`config.mk`:
```
export PLATFORM = sky130hd
export DESIGN_NAME = stable_sorted_priority_queue
export DESIGN_NICKNAME = d
export VERILOG_FILES = /design/src/sspq_pkg.sv /design/src/sspq_ram.sv /design/src/stable_sorted_priority_queue.sv
export SDC_FILE = /design/constraint.sdc
export NUM_CORES = 1
export LEC_CHECK = 0
export BUFFER_PORTS_ARGS = -buffer_cell sky130_fd_sc_hd__buf_2
export CELL_PAD_IN_SITES_DETAIL_PLACEMENT = 1
export CELL_PAD_IN_SITES_GLOBAL_PLACEMENT = 2
export CORE_MARGIN = 1.5
export CORE_UTILIZATION = 43
export CTS_CLUSTER_DIAMETER = 40
export DETAILED_ROUTE_END_ITERATION = 8
export GPL_TIMING_DRIVEN = 0
export PLACE_DENSITY_LB_ADDON = 0.1
export SYNTH_ARGS = -nofsm -noshare
export SYNTH_HDL_FRONTEND = slang
export SYNTH_SLANG_ARGS = --single-unit
```
`constraint.sdc`:
```
create_clock -name clk_i -period 3.5 [get_ports clk_i]
set_input_delay 0.7 -clock clk_i [delete_from_list [all_inputs] [get_ports clk_i]]
set_output_delay 0.7 -clock clk_i [all_outputs]
set_load 0.005 [all_outputs]
```
`src/sspq_pkg.sv`:
```
// Shared types for the stable sorted priority queue.
// Operation and status codes used by the queue top level and its bench.
// No dependencies.
`default_nettype none

package sspq_pkg;

  typedef enum logic [1:0] {
    KIND_ENQ = 2'd0,
    KIND_REM = 2'd1,
    KIND_CLR = 2'd2,
    KIND_NOP = 2'd3
  } kind_e;

  typedef enum logic [1:0] {
    ST_DONE       = 2'd0,
    ST_ALREADY    = 2'd1,
    ST_NOT_QUEUED = 2'd2
  } status_e;

  localparam int unsigned CfgAddrW = 3;

  typedef enum logic [CfgAddrW-1:0] {
    REG_PRIORITIZED = 3'd0,
    REG_ASCENDING   = 3'd4
  } reg_addr_e;

endpackage

`default_nettype wire

```
`src/sspq_ram.sv`:
```
// Generic single-write, single-read RAM with a registered read port.
// Used for the per-entry priority and link stores. No dependencies.
`default_nettype none

module sspq_ram #(
  parameter int unsigned WIDTH = 8,
  parameter int unsigned DEPTH = 16
) (
  input  wire logic                     clk_i,
  input  wire logic                     we_i,
  input  wire logic [$clog2(DEPTH)-1:0] waddr_i,
  input  wire logic [WIDTH-1:0]         wdata_i,
  input  wire logic [$clog2(DEPTH)-1:0] raddr_i,
  output logic      [WIDTH-1:0]         rdata_o
);

  logic [WIDTH-1:0] mem_q [DEPTH];

  always_ff @(posedge clk_i) begin
    if (we_i) begin
      mem_q[waddr_i] <= wdata_i;
    end
    rdata_o <= mem_q[raddr_i];
  end

endmodule

`default_nettype wire

```
`src/stable_sorted_priority_queue.sv`:
```
// Channel   | Handshake              | Payload
// ----------+------------------------+-----------------------------------------------
// command   | start / busy           | kind_i, entry_id_i, priority_req_i
// result    | done_o (one-cycle)     | status_o, head_valid_o, head_id_o,
//           |                        | head_priority_o, count_o
// config    | APB psel/penable/pready| paddr, pwdata, prdata (0: prioritized, 4: ascending)
//
// A command beat is taken when start is high and busy is low; its result beat follows
// once its state sequence ends. Enqueue runs CHECK, WALK (skipped on an empty queue),
// LINK, FIX and RESP; the walk reads one list node per cycle from the link RAMs.
// Remove runs CHECK, RMV, HPRI (only when the head moves) and RESP; clear, no-op and
// ignored commands run CHECK and RESP. busy drops the cycle after the result beat.
// Reset (rst_ni, asynchronous) empties the queue at once. Results cannot be stalled.
// Depends on sspq_pkg and sspq_ram.
`default_nettype none

module stable_sorted_priority_queue #(
  parameter int unsigned ENTRIES         = 16,
  parameter int unsigned PRIORITY_BITS   = 8,
  parameter int unsigned LOWEST_PRIORITY = 1
) (
  input  wire logic                              clk_i,
  input  wire logic                              rst_ni,
  // Command channel
  input  wire logic                              start,
  output logic                                   busy,
  input  wire logic [1:0]                        kind_i,
  input  wire logic [3:0]                        entry_id_i,
  input  wire logic [7:0]                        priority_req_i,
  // Result channel
  output logic                                   done_o,
  output logic [1:0]                             status_o,
  output logic                                   head_valid_o,
  output logic [3:0]                             head_id_o,
  output logic [7:0]                             head_priority_o,
  output logic [4:0]                             count_o,
  // Configuration port
  input  wire logic                              psel,
  input  wire logic                              penable,
  input  wire logic                              pwrite,
  input  wire logic [sspq_pkg::CfgAddrW-1:0]     paddr,
  input  wire logic [31:0]                       pwdata,
  output logic [31:0]                            prdata,
  output logic                                   pready
);

  import sspq_pkg::*;

  localparam int unsigned IdxW  = $clog2(ENTRIES);
  localparam int unsigned LinkW = $clog2(ENTRIES + 1);
  localparam int unsigned CntW  = $clog2(ENTRIES + 1);
  localparam logic [LinkW-1:0]         Nil    = LinkW'(ENTRIES);
  localparam logic [PRIORITY_BITS-1:0] LowPri = PRIORITY_BITS'(LOWEST_PRIORITY);

  typedef enum logic [7:0] {
    S_IDLE  = 8'b0000_0001,
    S_CHECK = 8'b0000_0010,
    S_WALK  = 8'b0000_0100,
    S_LINK  = 8'b0000_1000,
    S_FIX   = 8'b0001_0000,
    S_RMV   = 8'b0010_0000,
    S_HPRI  = 8'b0100_0000,
    S_RESP  = 8'b1000_0000
  } state_e;

  state_e                   state_q, state_d;
  kind_e                    kind_q, kind_d;
  logic [3:0]               id_q, id_d;
  logic [PRIORITY_BITS-1:0] pri_q, pri_d;
  logic [IdxW-1:0]          it_q, it_d;
  logic [LinkW-1:0]         pl_q, pl_d;
  logic [LinkW-1:0]         nl_q, nl_d;
  status_e                  status_q, status_d;
  logic                     head_valid_q, head_valid_d;
  logic [IdxW-1:0]          head_idx_q, head_idx_d;
  logic [PRIORITY_BITS-1:0] head_prio_q, head_prio_d;
  logic [CntW-1:0]          count_q, count_d;
  logic [ENTRIES-1:0]       queued_q, queued_d;
  logic                     prioritized_q, ascending_q;

  logic                     id_ok;
  logic [IdxW-1:0]          id_idx;
  logic [LinkW-1:0]         id_link;
  logic                     beats;
  logic                     cfg_wr;

  // Link and priority stores; all three share one read address.
  logic [IdxW-1:0]          rd_addr;
  logic [PRIORITY_BITS-1:0] prio_rd;
  logic [LinkW-1:0]         next_rd, prev_rd;
  logic                     prio_we, next_we, prev_we;
  logic [IdxW-1:0]          prio_waddr, next_waddr, prev_waddr;
  logic [PRIORITY_BITS-1:0] prio_wdata;
  logic [LinkW-1:0]         next_wdata, prev_wdata;

  sspq_ram #(.WIDTH(PRIORITY_BITS), .DEPTH(ENTRIES)) u_prio_ram (
    .clk_i   (clk_i),
    .we_i    (prio_we),
    .waddr_i (prio_waddr),
    .wdata_i (prio_wdata),
    .raddr_i (rd_addr),
    .rdata_o (prio_rd)
  );

  sspq_ram #(.WIDTH(LinkW), .DEPTH(ENTRIES)) u_next_ram (
    .clk_i   (clk_i),
    .we_i    (next_we),
    .waddr_i (next_waddr),
    .wdata_i (next_wdata),
    .raddr_i (rd_addr),
    .rdata_o (next_rd)
  );

  sspq_ram #(.WIDTH(LinkW), .DEPTH(ENTRIES)) u_prev_ram (
    .clk_i   (clk_i),
    .we_i    (prev_we),
    .waddr_i (prev_waddr),
    .wdata_i (prev_wdata),
    .raddr_i (rd_addr),
    .rdata_o (prev_rd)
  );

  assign busy    = (state_q != S_IDLE);
  assign id_ok   = (32'(id_q) < 32'(ENTRIES));
  assign id_idx  = IdxW'(id_q);
  assign id_link = LinkW'(id_idx);

  // The single comparator of the walk: strict, so equal priorities stay in arrival order.
  assign beats = ascending_q ? (pri_q < prio_rd) : (pri_q > prio_rd);

  // The walk follows the registered next link straight into the read address.
  always_comb begin
    if (state_q == S_CHECK) begin
      rd_addr = (kind_q == KIND_ENQ) ? head_idx_q : id_idx;
    end else begin
      rd_addr = IdxW'(next_rd);
    end
  end

  always_comb begin
    state_d      = state_q;
    kind_d       = kind_q;
    id_d         = id_q;
    pri_d        = pri_q;
    it_d         = it_q;
    pl_d         = pl_q;
    nl_d         = nl_q;
    status_d     = status_q;
    head_valid_d = head_valid_q;
    head_idx_d   = head_idx_q;
    head_prio_d  = head_prio_q;
    count_d      = count_q;
    queued_d     = queued_q;
    prio_we      = 1'b0;
    prio_waddr   = id_idx;
    prio_wdata   = pri_q;
    next_we      = 1'b0;
    next_waddr   = id_idx;
    next_wdata   = nl_q;
    prev_we      = 1'b0;
    prev_waddr   = id_idx;
    prev_wdata   = pl_q;

    unique case (state_q)
      S_IDLE: begin
        if (start) begin
          kind_d  = kind_e'(kind_i);
          id_d    = entry_id_i;
          pri_d   = prioritized_q ? PRIORITY_BITS'(priority_req_i) : LowPri;
          state_d = S_CHECK;
        end
      end
      S_CHECK: begin
        status_d = ST_DONE;
        unique case (kind_q)
          KIND_ENQ: begin
            if (!id_ok) begin
              status_d = ST_NOT_QUEUED;
              state_d  = S_RESP;
            end else if (queued_q[id_idx]) begin
              status_d = ST_ALREADY;
              state_d  = S_RESP;
            end else begin
              prio_we = 1'b1;
              if (head_valid_q) begin
                it_d    = head_idx_q;
                state_d = S_WALK;
              end else begin
                pl_d    = Nil;
                nl_d    = Nil;
                state_d = S_LINK;
              end
            end
          end
          KIND_REM: begin
            if (!id_ok || !queued_q[id_idx] || (count_q == '0)) begin
              status_d = ST_NOT_QUEUED;
              state_d  = S_RESP;
            end else begin
              state_d = S_RMV;
            end
          end
          KIND_CLR: begin
            queued_d     = '0;
            head_valid_d = 1'b0;
            count_d      = '0;
            state_d      = S_RESP;
          end
          KIND_NOP: begin
            state_d = S_RESP;
          end
        endcase
      end
      S_WALK: begin
        // Read data here belongs to node it_q.
        if (beats) begin
          pl_d    = prev_rd;
          nl_d    = LinkW'(it_q);
          state_d = S_LINK;
        end else if (next_rd >= Nil) begin
          pl_d    = LinkW'(it_q);
          nl_d    = Nil;
          state_d = S_LINK;
        end else begin
          it_d = IdxW'(next_rd);
        end
      end
      S_LINK: begin
        next_we = 1'b1;
        prev_we = 1'b1;
        if (pl_q >= Nil) begin
          head_valid_d = 1'b1;
          head_idx_d   = id_idx;
          head_prio_d  = pri_q;
        end
        count_d          = count_q + CntW'(1);
        queued_d[id_idx] = 1'b1;
        state_d          = S_FIX;
      end
      S_FIX: begin
        // Point the neighbors at the new node.
        next_waddr = IdxW'(pl_q);
        next_wdata = id_link;
        next_we    = (pl_q < Nil);
        prev_waddr = IdxW'(nl_q);
        prev_wdata = id_link;
        prev_we    = (nl_q < Nil);
        state_d    = S_RESP;
      end
      S_RMV: begin
        prev_waddr       = IdxW'(next_rd);
        prev_wdata       = prev_rd;
        prev_we          = (next_rd < Nil);
        next_waddr       = IdxW'(prev_rd);
        next_wdata       = next_rd;
        next_we          = (prev_rd < Nil);
        queued_d[id_idx] = 1'b0;
        count_d          = count_q - CntW'(1);
        if (head_valid_q && (head_idx_q == id_idx)) begin
          if (next_rd < Nil) begin
            // The read issued this cycle fetches the new head's priority.
            head_idx_d = IdxW'(next_rd);
            state_d    = S_HPRI;
          end else begin
            head_valid_d = 1'b0;
            state_d      = S_RESP;
          end
        end else begin
          state_d = S_RESP;
        end
      end
      S_HPRI: begin
        head_prio_d = prio_rd;
        state_d     = S_RESP;
      end
      S_RESP: begin
        state_d = S_IDLE;
      end
      default: begin
        state_d = S_IDLE;
      end
    endcase
  end

  assign cfg_wr = psel && penable && pwrite && pready;

  always_ff @(posedge clk_i or negedge rst_ni) begin
    if (!rst_ni) begin
      state_q       <= S_IDLE;
      status_q      <= ST_DONE;
      head_valid_q  <= 1'b0;
      count_q       <= '0;
      queued_q      <= '0;
      prioritized_q <= 1'b1;
      ascending_q   <= 1'b1;
    end else begin
      state_q      <= state_d;
      status_q     <= status_d;
      head_valid_q <= head_valid_d;
      count_q      <= count_d;
      queued_q     <= queued_d;
      if (cfg_wr) begin
        if (paddr[2] == REG_ASCENDING[2]) begin
          ascending_q <= pwdata[0];
        end else begin
          prioritized_q <= pwdata[0];
        end
      end
    end
  end

  always_ff @(posedge clk_i) begin
    kind_q      <= kind_d;
    id_q        <= id_d;
    pri_q       <= pri_d;
    it_q        <= it_d;
    pl_q        <= pl_d;
    nl_q        <= nl_d;
    head_idx_q  <= head_idx_d;
    head_prio_q <= head_prio_d;
  end

  assign pready = 1'b1;
  assign prdata = {31'b0, (paddr[2] == REG_ASCENDING[2]) ? ascending_q : prioritized_q};

  assign done_o          = (state_q == S_RESP);
  assign status_o        = status_q;
  assign head_valid_o    = head_valid_q;
  assign head_id_o       = head_valid_q ? 4'(head_idx_q) : 4'd0;
  assign head_priority_o = head_valid_q ? 8'(head_prio_q) : 8'd0;
  assign count_o         = 5'(count_q);

endmodule

`default_nettype wire

```
# After elaboration in Yosys (flattened, before gate mapping)
# Memories as Yosys holds them, arrays and structs flattened. A register that Yosys moved wholly into a read port is not among the register bits.
# Index checks and enable logic that the tools add are counted.
dict set report op_classes {
  bitwise_logic 4
  n_lt_le_gt_ge 10
  n_eq_ne 26
  muxes 68
  n_addsub 2
  n_reduce_logical 24
}
# cell count
set ops {}
lappend ops {{2-to-1 mux 8 bit} 9}
lappend ops {{2-to-1 mux 4 bit} 12}
lappend ops {{case mux 16 bit (3 select lines)} 1}
lappend ops {{case mux 8 bit (6 select lines)} 1}
lappend ops {{2-to-1 mux 5 bit} 8}
lappend ops {{case mux 5 bit (2 select lines)} 4}
lappend ops {{case mux 4 bit (2 select lines)} 4}
lappend ops {{case mux 8 bit (3 select lines)} 1}
lappend ops {{< comparator 5 bit, second input constant} 4}
lappend ops {{!= test 2 bit, second input constant} 10}
lappend ops {{2-to-1 mux 1 bit} 18}
lappend ops {{bitwise AND 16 bit} 1}
lappend ops {{2-to-1 mux 16 bit} 1}
lappend ops {{NOT 16 bit} 1}
lappend ops {{bitwise OR 16 bit} 1}
lappend ops {{case mux 8 bit (2 select lines)} 1}
lappend ops {{case mux 5 bit (3 select lines)} 1}
lappend ops {{AND reduction 2 bit} 6}
lappend ops {{greater-or-equal comparator 5 bit, second input constant} 2}
lappend ops {{AND reduction 5 bit} 2}
lappend ops {{case mux 1 bit (3 select lines)} 3}
lappend ops {{== test 8 x 1 -> 1 bit, second input constant} 1}
lappend ops {{== test 8 x 2 -> 1 bit, second input constant} 1}
lappend ops {{== test 8 x 3 -> 1 bit, second input constant} 1}
lappend ops {{other kinds (32)} 40}
dict set report word_totals {
  register_bits 74
  input_bits 55
  mem_count 3
  word_cells 152
  ramBits 288
  out_inout_bits 55
}
# name depth word_bits rd rd_ports_with_merged_regs wr line_no
set memory_table {}
lappend memory_table {u_prio_ram.mem_q 16 8 1 1 1 sspq_ram.sv:17} ;# logic [WIDTH-1:0] mem_q [DEPTH];
lappend memory_table {u_next_ram.mem_q 16 5 1 1 1 sspq_ram.sv:17}
lappend memory_table {u_prev_ram.mem_q 16 5 1 1 1 sspq_ram.sv:17}

# Logic depth before layout (Yosys ltp)
dict set report depth {
  ltp_word 7
  ltp_mapped 12
  mapped_depth_nobuf 11
}

# Hierarchy
# From an unflattened synthesis, not the netlist that was laid out.
dict set report hier_totals {
  hier_cells 1017
  hier_area_um2 16056.6
}
# module seq_area_each_um2 area_each_um2 n_inst cells_each
set modules_own_cells {}
lappend modules_own_cells {{sspq_ram at u_next_ram ...} 2502.4 3213.1 2 155}
lappend modules_own_cells {{sspq_ram at u_prio_ram} 4003.8 5147.4 1 229}
lappend modules_own_cells {stable_sorted_priority_queue 2055.7 4483.0 1 478}

# Worst setup path before layout
# No wires, ideal clock.
dict set report synth_timing {
  kind {flip-flop to flip-flop}
  from {register state_q[7]}
  to {register count_q[4], in the netlist count_o[4]}
  slack_ps 463
  required_ps 3375
  setup_time_ps 125
  synth_period_minus_slack_ps 3037
  stages_incl_launch_ff 12
  arrival_ps 2912
  n_path_buf 1
  cell_sequence {dfrtp_1 or4_1 nor3_4 nand3_1 inv_1 buf_2 ha_1 a21o_1 a21oi_1 a21oi_1 o21ai_0 o21ai_1}
}
dict set report synth_via {
  elab_chain_cells 3
  word_cells_on_any_way 7
}
# item line_no
set synth_rtl {}
lappend synth_rtl {{start, declared} stable_sorted_priority_queue.sv:66} ;# state_e state_q, state_d;
lappend synth_rtl {{start signal, assigned} stable_sorted_priority_queue.sv:297} ;# state_q <= state_d;
lappend synth_rtl {{== test 8 x 2 -> 1 bit (tied with other cells)} stable_sorted_priority_queue.sv:164} ;# unique case (state_q)
lappend synth_rtl {{!= test 2 x 1 -> 1 bit (no line) or nonzero test 3 bit (tied branches)} n/a}
lappend synth_rtl {{AND reduction 2 bit (no line)} n/a}
lappend synth_rtl {{end signal, assigned} stable_sorted_priority_queue.sv:300} ;# count_q <= count_d;
lappend synth_rtl {{end, declared} stable_sorted_priority_queue.sv:77} ;# logic [CntW-1:0] count_q, count_d;
# Parallel ways exist; a longest one is shown, timed or not.
# A chain may end at the register's enable or synchronous reset.

# Worst setup path after layout
dict set report layout_timing {
  from {register id_q[0], in the netlist id_idx[0]}
  to {memory u_prio_ram.mem_q[9][6], enable pin}
}
dict set report layout_via {
  elab_chain_cells 7
}
# item line_no
set layout_rtl {}
lappend layout_rtl {{start, declared} stable_sorted_priority_queue.sv:68} ;# logic [3:0] id_q, id_d;
lappend layout_rtl {{start signal, assigned} stable_sorted_priority_queue.sv:314} ;# id_q <= id_d;
lappend layout_rtl {{binary-select mux 1 bit (select 4 bit)} stable_sorted_priority_queue.sv:180} ;# end else if (queued_q[id_idx]) begin
lappend layout_rtl {{2-to-1 mux 1 bit (not written as such)} stable_sorted_priority_queue.sv:180}
lappend layout_rtl {{2-to-1 mux 1 bit} stable_sorted_priority_queue.sv:180}
lappend layout_rtl {{2-to-1 mux 1 bit} stable_sorted_priority_queue.sv:175} ;# unique case (kind_q)
lappend layout_rtl {{2-to-1 mux 1 bit} stable_sorted_priority_queue.sv:164}
lappend layout_rtl {{2-to-1 mux 1 bit} sspq_ram.sv:20} ;# if (we_i) begin
lappend layout_rtl {{2-to-1 mux 1 bit (not written as such)} sspq_ram.sv:21} ;# mem_q[waddr_i] <= wdata_i;
lappend layout_rtl {{end, declared} sspq_ram.sv:17}
# Parallel ways exist; a longest one is shown, timed or not. The select of a mux whose other input is x is not followed.

==> impl_metrics.py <==
metrics = {
    "worst_setup_path": {
        "worstPathRequired_ps": 3710,
        "critical_path.slowest_cell": "nor3_2",
        "cpPeakStageDelay_ps": 800,
        "crit_arrival_ps": 3680,
        "path_class": "flip-flop to flip-flop",
        "cp_cell_sequence": "buf_2 > mux4_2 > a31oi_1 > and3_1 > nand3_1 > clkbuf_1 > nor3_2",
        "cp-end-kind": "flip-flop",
        "worst-path-max-fanout": 10,
        "cp_num_buf_inv": 2,
        "startpoint_type": "flip-flop",
        "critical_path.top_delay_family": "simple AND/OR/NAND/NOR gates",
    },
    "synthesis": {
        "ys_seq_area_frac": 0.671,
        "synthFlopType": "edfxtp_1",
        "synth_cell_types": 65,
        "yosys-top-cells-count": "328 x edfxtp_1, 150 x mux2i_1, 96 x nor2_1",
        "syn-cell-area_um2": 16500,
        "async_flop_share": 0.0895,
        "ys.warnings.count": 0,
        "yosysMostFrequentCell": "edfxtp_1",
        "synth.top_cell.area_share": 0.597,
        "synth_edf_count": 328,
        "syn_inst": 1171,
        "synthTopCellsByArea": "edfxtp_1 60%, mux2i_1 9.1%, dfrtp_1 4.7%",
        "synth.largest_area_cell": "edfxtp_1",
        "syn_avg_cell_area_um2": 14.1,
        "yosys_register_bits": 380,
    },
    "clock_network": {
        "htree_levels": 2,
        "hold_buffers": 0,
        "insertion_delay_ps": 600,
        "ctsLongestPathBuffers": 3,
        "numCtsBuffers": 52,
        "root_buffer": "clkbuf_16",
        "cts_tree": "built",
        "clk_pin_slew_ps": 50,
        "cts.sinks": 380,
    },
    "route": {
        "via_count": 10277,
        "drc": 0,
        "drt-initial-drc-count": 606,
        "via_per_inst": 5.52,
        "ant_nets": 0,
        "drtPass1Iterations": 5,
        "wl_per_cell_um": 24.1,
        "wirelength_um": 44800,
    },
    "worst_hold_path": {
        "min-delay-path-class": "input port to asynchronous set/reset pin",
    },
    "grt": {
        "grt-ovfl-total": 0,
        "grt_pass1_wl_um": 67000,
        "gr-max-usage-layer": "met2",
        "grt_util_met2": 0.382,
        "grt_max_degree": 35,
        "use_met1": 0.320,
        "grt_pass1_vias": 10699,
        "grt_use_met3": 0.0361,
        "grt_antenna_before_repair": 1,
        "grt.total_usage": 0.235,
    },
    "layout": {
        "multi_input_area_um2": 5000,
        "drive_above_1_share": 0.189,
        "seqCellArea_um2": 11100,
        "layout.nets": 1376,
        "diodes": 0,
        "final_area_um2": 19500,
        "fin_util": 0.517,
        "syn_to_final_growth_pct": 18.3,
        "fillers": 3733,
    },
    "die": {
        "core_um2": 37800,
        "start_util": 0.437,
        "dieArea_um2": 39600,
        "rows": 71,
        "die_w_um": 199,
        "ios": 110,
        "die_y_um": 199,
    },
    "run": {
        "drv_cap": 0,
    },
    "placement": {
        "port_buffers": 44,
        "place_area_um2": 17500,
        "pre_cts_slack_ps": -478,
        "place_hpwl_um": 31300,
        "place.gp.congestion": 0.821,
    },
    "sta": {
        "fin_skew_ps": 30.2,
        "drv_slew": 0,
        "setup_tns_ps": 0,
        "fmax_mhz": 288,
        "worst_slew_margin_rel": 0.302,
        "hold_viol": 0,
        "period_share": 0.992,
        "setup_viol": 0,
        "worstMarginPinSlew_ps": 1030,
        "rsz0062_at_grt": "yes",
        "fin_crit_ps": 3470,
        "setup_ws_ps": 27.0,
    },
    "power": {
        "powerDensity_nw_per_um2": 794,
        "max-vdd-ir-drop_mv": 0.489,
        "p_leak_nw": 7.43,
    },
    "status": {
        "status": "finished clean",
    },
}
==> layer usage <==
| metal | vias to the layer above | part of all wire |
|---|---|---|
| li1 | 4705 | - |
| met1 | 5244 | 0.46 |
| met5 | - | 0 |
| met2 | 242 | 0.47 |
| met3 | 86 | 0.041 |
| met4 | 0 | 0.030 |
==> cell type report <==
class,count,share of cell area
flip-flops and latches,380,0.567
multi-input cells,709,0.256
clock buffers,62,0.0696
well taps,511,0.0328
repair buffers,54,0.0151
clock inverters,35,0.0261
inverters,19,0.00365
plain buffers,93,0.0297
==> power by group <==
part	switching, mW	internal, mW
logic	2.72	1.59
registers	0.240	5.28
clock network	2.00	3.66
==> kinds of logic after synthesis <==
| group | after synthesis | share of synthesized area |
|---|---|---|
| flops | 380 | 0.671 |
| simple gates | 282 | 0.0882 |
| compound gates | 211 | 0.0834 |
| mux | 165 | 0.105 |
| buf+inv | 112 | 0.0392 |
| fa+ha+maj | 12 | 0.00955 |
| xor+xnor | 7 | 0.00372 |
| other cells | 2 | 0.000455 |
==> placed cells by master, fill, tap and decap left out, drive strengths merged, types with 31 or more instances in the layout <==
cell type	synthesis	layout
buf	68	120
conb	2	32
edfxtp	328	328
clkbuf	25	89
mux2i	151	151
o21ai	57	57
nand2	56	56
o22ai	78	78
dfrtp	31	31
nor2	100	100
==> path summary, 6_finish.rpt <==
check,slack (ps),startpoint,end,depth (start not counted)
max,30,id_idx[0],u_prio_ram.mem_q[9][6],7
min,210,rst_ni,queued_q[7],1
max reg2reg,30,id_idx[0],u_prio_ram.mem_q[9][6],7
min reg2reg,490,status_o[1],status_o[1],2
max in group asynchronous,2750,rst_ni,state_q[3],1
min in group clk_i,290,start,state_q[0],2
==> per-stage QoR <==
step / hold WS [ps] / instances / power [mW]
2_1_floorplan: 404 / 1201 / 8.29
3_3_place_gp: 479 / 1756 / 9.77
3_5_place_dp: 478 / 1758 / 9.86
4_1_cts: 227 / 1860 / 15.6
5_1_grt: 274 / 1863 / 16.1
6_report: 214 / 1863 / 15.5
==> registers in the layout (all words and copies together), names as in the netlist, 8 cells and up <==
signal / cells
u_next_ram.mem_q: 80
u_prev_ram.mem_q: 80
queued_q: 16
pri_q: 8
u_prio_ram.mem_q: 128
state_q: 8
u_prio_ram.rdata_o: 8
head_prio_q: 8
==> repair_timing <==
action,CTS,global route
pin swaps,1,0
resized for setup,5,14
setup buffers,5,2
endpoints found under the setup margin,112,126
(Power assumes the default switching activity.)
